**config.mk**
```make
export PLATFORM = sky130hd
export DESIGN_NAME = tlg_row_rule
export DESIGN_NICKNAME = d
export VERILOG_FILES = /design/src/rtl/core/tlg_pkg.sv /design/src/rtl/core/tlg_row_rule.sv
export SDC_FILE = /design/constraint.sdc
export NUM_CORES = 1
export LEC_CHECK = 0
export ABC_AREA = 1
export BUFFER_PORTS_ARGS = -buffer_cell sky130_fd_sc_hd__buf_2
export CORE_MARGIN = 1
export CORE_UTILIZATION = 55
export DETAILED_ROUTE_END_ITERATION = 7
export PLACE_DENSITY = 0.77
export SYNTH_ARGS = -nofsm -noshare
export SYNTH_HDL_FRONTEND = slang
export SYNTH_SLANG_ARGS = --single-unit
```
**constraint.sdc**
```tcl
create_clock -name vclk -period 7.6
set_input_delay 0.76 -clock vclk [all_inputs]
set_output_delay 0.76 -clock vclk [all_outputs]
set_load 0.005 [all_outputs]
```
**src/rtl/core/tlg_pkg.sv**
```systemverilog
// ----------------------------------------------------------------------------
// tlg_pkg
// Shared constants, codes and types of the toroidal life generation engine.
// ----------------------------------------------------------------------------
package tlg_pkg;

  // Board storage
  localparam int unsigned MaxWidth  = 64;
  localparam int unsigned MaxHeight = 64;
  localparam int unsigned LaneW     = $clog2(MaxWidth);
  localparam int unsigned RowIdxW   = $clog2(MaxHeight);
  localparam int unsigned WUseW     = $clog2(MaxWidth + 1);
  localparam int unsigned HUseW     = $clog2(MaxHeight + 1);

  // Field widths
  localparam int unsigned ModeW = 2;
  localparam int unsigned ColW  = 6;
  localparam int unsigned RowW  = 6;
  localparam int unsigned SizeW = 7;
  localparam int unsigned GenW  = 64;

  // Rule B3/S23
  localparam int unsigned BirthCount = 3;
  localparam int unsigned SurviveLow = 2;

  // Request modes
  localparam logic [ModeW-1:0] ModeWrite = 2'd0;
  localparam logic [ModeW-1:0] ModeRead  = 2'd1;
  localparam logic [ModeW-1:0] ModeStep  = 2'd2;

  // Configuration register indexes
  localparam int unsigned CfgIdxW = 1;
  localparam logic [CfgIdxW-1:0] CfgWidth  = 1'b0;
  localparam logic [CfgIdxW-1:0] CfgHeight = 1'b1;

  typedef struct packed {
    logic [ModeW-1:0] mode;
    logic [ColW-1:0]  col;
    logic [RowW-1:0]  row;
    logic             cell_value;
  } req_t;

  typedef struct packed {
    logic            read_value;
    logic            any_alive;
    logic [GenW-1:0] generation;
    logic            extinct;
  } rsp_t;

  // Per-cell control of the row ring
  typedef struct packed {
    logic shift;  // advance the ring by one row
    logic tail;   // this cell closes the ring and takes the head's output
  } cell_ctl_t;

endpackage

```
**src/rtl/core/tlg_row_rule.sv**
```systemverilog
// ----------------------------------------------------------------------------
// tlg_row_rule
// Next-generation value of one row from its upper, own and lower rows.
// ----------------------------------------------------------------------------
module tlg_row_rule (
  input  logic [tlg_pkg::MaxWidth-1:0] up_i,
  input  logic [tlg_pkg::MaxWidth-1:0] cur_i,
  input  logic [tlg_pkg::MaxWidth-1:0] dn_i,
  input  logic [tlg_pkg::WUseW-1:0]    w_i,
  input  logic                         apply_i,
  output logic [tlg_pkg::MaxWidth-1:0] nxt_o,
  output logic                         live_o
);
  import tlg_pkg::*;

  localparam int unsigned CntW = 4;

  logic [LaneW-1:0]    wlast;
  logic [MaxWidth-1:0] mask;

  assign wlast = LaneW'(w_i - WUseW'(1));

  for (genvar c = 0; c < MaxWidth; c++) begin : g_lane
    localparam int unsigned Rc = (c + 1) % MaxWidth;
    logic            l_up, l_cur, l_dn;
    logic            r_up, r_cur, r_dn;
    logic            at_edge;
    logic [CntW-1:0] n;
    logic            alive;

    // Wrap left of column zero onto the last column in use
    if (c == 0) begin : g_first
      assign l_up  = up_i[wlast];
      assign l_cur = cur_i[wlast];
      assign l_dn  = dn_i[wlast];
    end else begin : g_mid
      assign l_up  = up_i[c-1];
      assign l_cur = cur_i[c-1];
      assign l_dn  = dn_i[c-1];
    end

    // Wrap right of the last column in use onto column zero
    assign at_edge = (wlast == LaneW'(c));
    assign r_up    = at_edge ? up_i[0]  : up_i[Rc];
    assign r_cur   = at_edge ? cur_i[0] : cur_i[Rc];
    assign r_dn    = at_edge ? dn_i[0]  : dn_i[Rc];

    assign n = CntW'(l_up) + CntW'(up_i[c]) + CntW'(r_up)
             + CntW'(l_cur) + CntW'(r_cur)
             + CntW'(l_dn) + CntW'(dn_i[c]) + CntW'(r_dn);

    assign alive = cur_i[c] ? ((n == CntW'(SurviveLow)) || (n == CntW'(BirthCount)))
                            : (n == CntW'(BirthCount));

    assign mask[c]  = (WUseW'(c) < w_i);
    assign nxt_o[c] = (apply_i && mask[c]) ? alive : cur_i[c];
  end

  assign live_o = |(nxt_o & mask);

endmodule

```
==> results.yml <==
hold_path:
  hold_class: "input port to output pin"
worst_setup_path:
  crit_slowest_cell: "fa_1"
  crit_fanout: 17
  cp.arrival_ns: 6.15
  cp_common_cell: "nand2_1"
  slowest_delay_ns: 0.51
  required_ns: 6.84
  crit_path_end_kind: "output pin"
  startpoint_type: "input port"
  worstSetupPathType: "input port to output pin"
timing:
  rsz0062_at_grt: "no"
  finalSetupViolations: 0
  slew_violations: 0
  timing.setup.tns_ns: 0
  fmax_mhz: 145
  slew_headroom_pct: 50.0
  finalHoldViolations: 0
  period_share_pct: 90.9
  finalCriticalPeriod_ns: 6.91
  worst_slew_pin_slew_ns: 0.748
final_layout:
  fillCellCount: 3020
  area_delta_synth_final_pct: 10.1
  layout.nets: 3623
  multi_input_area_sq_mm: 0.0158
  regArea_sq_um: 0
  clock_buffers: 0
  drive_gt1_share_pct: 12.5
  nFlopsAndLatches: 0
  final_cells: 3374
place:
  portBuffers: 265
  hpwlAfterDp_um: 52400
  place_inst: 3370
  gp_congestion: 1.03
global_route:
  grt_pass1_wl_um: 100000
  antenna_found_initial: 4
  grt_use_total_pct: 38.3
  overflow: 0
  grt_max_degree: 127
  grt_pass1_vias: 19400
synthesis:
  ys_seq_area_share_pct: 0
  synth_fp_nets: 3395
  post-synth-top-area-cell: "fa_1"
  synthCells: 2742
  synth_commonest_cells: "nand2_1 (810), inv_1 (442), fa_1 (256)"
  synth_area_sq_mm: 0.0178
  synth.top_cell.area_share_pct: 28.7
  synth.most_common_cell: "nand2_1"
  ys_types: 43
  avgSynthCellArea_sq_um: 6.51
  yosysWarnings: 0
  synthTopCellsByArea: "fa_1 (29%), nand2_1 (17%), ha_1 (14%)"
power:
  seqPwrFrac_pct: 0
  p_int_mw: 1.03
  p_leak_nw: 11.0
  clkPwrFrac_pct: 0
  p_per_area_mw_per_mm2: 127
  switching_power_mw: 1.46
  pwr-share-comb_pct: 100.0
  ir_drop_mv: 0.0726
  p_total_mw: 2.49
  p_sw_share_pct: 58.7
die:
  start_util_pct: 56.2
  rows: 65
  ios: 265
  dieArea_sq_mm: 0.0332
  die-width_um: 182
  core_sq_mm: 0.0317
  die_y_um: 182
detailed_routing:
  drc_errors: 1
  vias_per_cell: 5.80
  ant_nets: 0
  via_count: 19600
  route.detailed.wl_per_inst_um: 18.8
  dr.pass1.iters: 8
  drt_wl_total_um: 63300
  first_iter_violations: 1583
cts:
  holdBufCountCts: 0
  cts_setup_buffers: 0
  ctsResizeCount: 0
job:
  max_cap_viol_count: 0
status:
  status: "complete, but fails checks"
  violations: "design-rule violations"
## kinds of logic (layout without fill, tap and decap cells)
family	Yosys count	count (layout)	synth area share, %
adder cells (fa/ha/maj)	453	453	42.5
multiplexers	31	31	1.74
other	0	4	0
AND/OR/NAND/NOR	1300	1300	31.0
buffers and inverters	530	756	11.5
XOR/XNOR	5	5	0.456
AO/OA/AOI/OAI	423	423	12.8
## power by group through the flow
stage / clock network, mW / registers (mW) / logic (mW)
3_5_place_dp: 0 / 0 / 2.45
3_3_place_gp: 0 / 0 / 2.32
6_report: 0.0000000705 / 0 / 2.49
2_1_floorplan: 0 / 0 / 1.73
5_1_grt: 0.0000000176 / 0 / 2.86
4_1_cts: 0 / 0 / 2.47
## final timing paths
check / start / to / slack (ns) / depth (start not counted)
worst max-delay path: w_i[2] / live_o / 0.69 / 29
worst min-delay path: cur_i[63] / nxt_o[63] / 1.88 / 4
## through the flow
stage | area [sq um] | utilization (%) | setup WS (ns) | hold slack, ns
after floorplan | 17800 | - | 0.988 | 1.63
after global placement | 19600 | 61.9 | 0.863 | 1.89
after detailed placement | 19600 | 61.9 | 0.811 | 1.88
after CTS | 19600 | 61.9 | 0.803 | 1.88
after global routing | 19600 | 61.9 | 0.434 | 1.94
final | 19600 | 61.9 | 0.689 | 1.88
## per-layer routing
layer  up-vias  share of wire [%]  GRT usage [%]
li1       9093                  -              -
met1      9157                 39           49.1
met2      1094                 46           63.3
met3       218                 11           6.45
met4         2                5.0           17.3
met5         -              0.013              0
## final cells by class
cell class / instances / share of cell area, %
well taps: 402 / 2.56
multi-input cells: 2212 / 80.4
diodes: 4 / 0.0510
inverters: 456 / 8.74
repair buffers: 300 / 8.23
## critical path: cells and delay by family
kind | cells | cell delay (ns)
AND/OR/NAND/NOR | 18 | 2.55
AO/OA/AOI/OAI | 2 | 0.27
buffers and inverters | 5 | 0.95
adder cells (fa/ha/maj) | 4 | 1.60
## layout by cell type (no fill, tap or decap), types with 2 or more instances in the layout
| cell type | synthesis | routed |
|---|---|---|
| nand2_1 | 810 | 810 |
| inv_1 | 442 | 442 |
| buf_2 | 12 | 264 |
| fa_1 | 256 | 256 |
| o21ai_0 | 206 | 206 |
| ha_1 | 197 | 197 |
| nor2_1 | 187 | 187 |
| nand3_1 | 158 | 158 |
| a21oi_1 | 90 | 90 |
| o21ai_1 | 66 | 66 |
| and2_1 | 53 | 53 |
| buf_4 | 4 | 34 |
| mux2i_1 | 31 | 31 |
| o21a_1 | 27 | 27 |
| nand3b_1 | 19 | 19 |
| nand2_2 | 18 | 18 |
| nand4_1 | 16 | 16 |
| nor2_2 | 15 | 15 |
| or2_2 | 15 | 15 |
| a22oi_1 | 15 | 15 |
| inv_2 | 11 | 11 |
| a21boi_0 | 9 | 9 |
| diode_2 | 0 | 4 |
| nor2_4 | 4 | 4 |
| nor2_8 | 3 | 3 |
| inv_4 | 2 | 2 |
| xnor2_1 | 2 | 2 |
| a32o_1 | 2 | 2 |
| a22o_1 | 2 | 2 |
| buf_12 | 0 | 2 |
No activity file was read; power rests on OpenSTA's default activity.
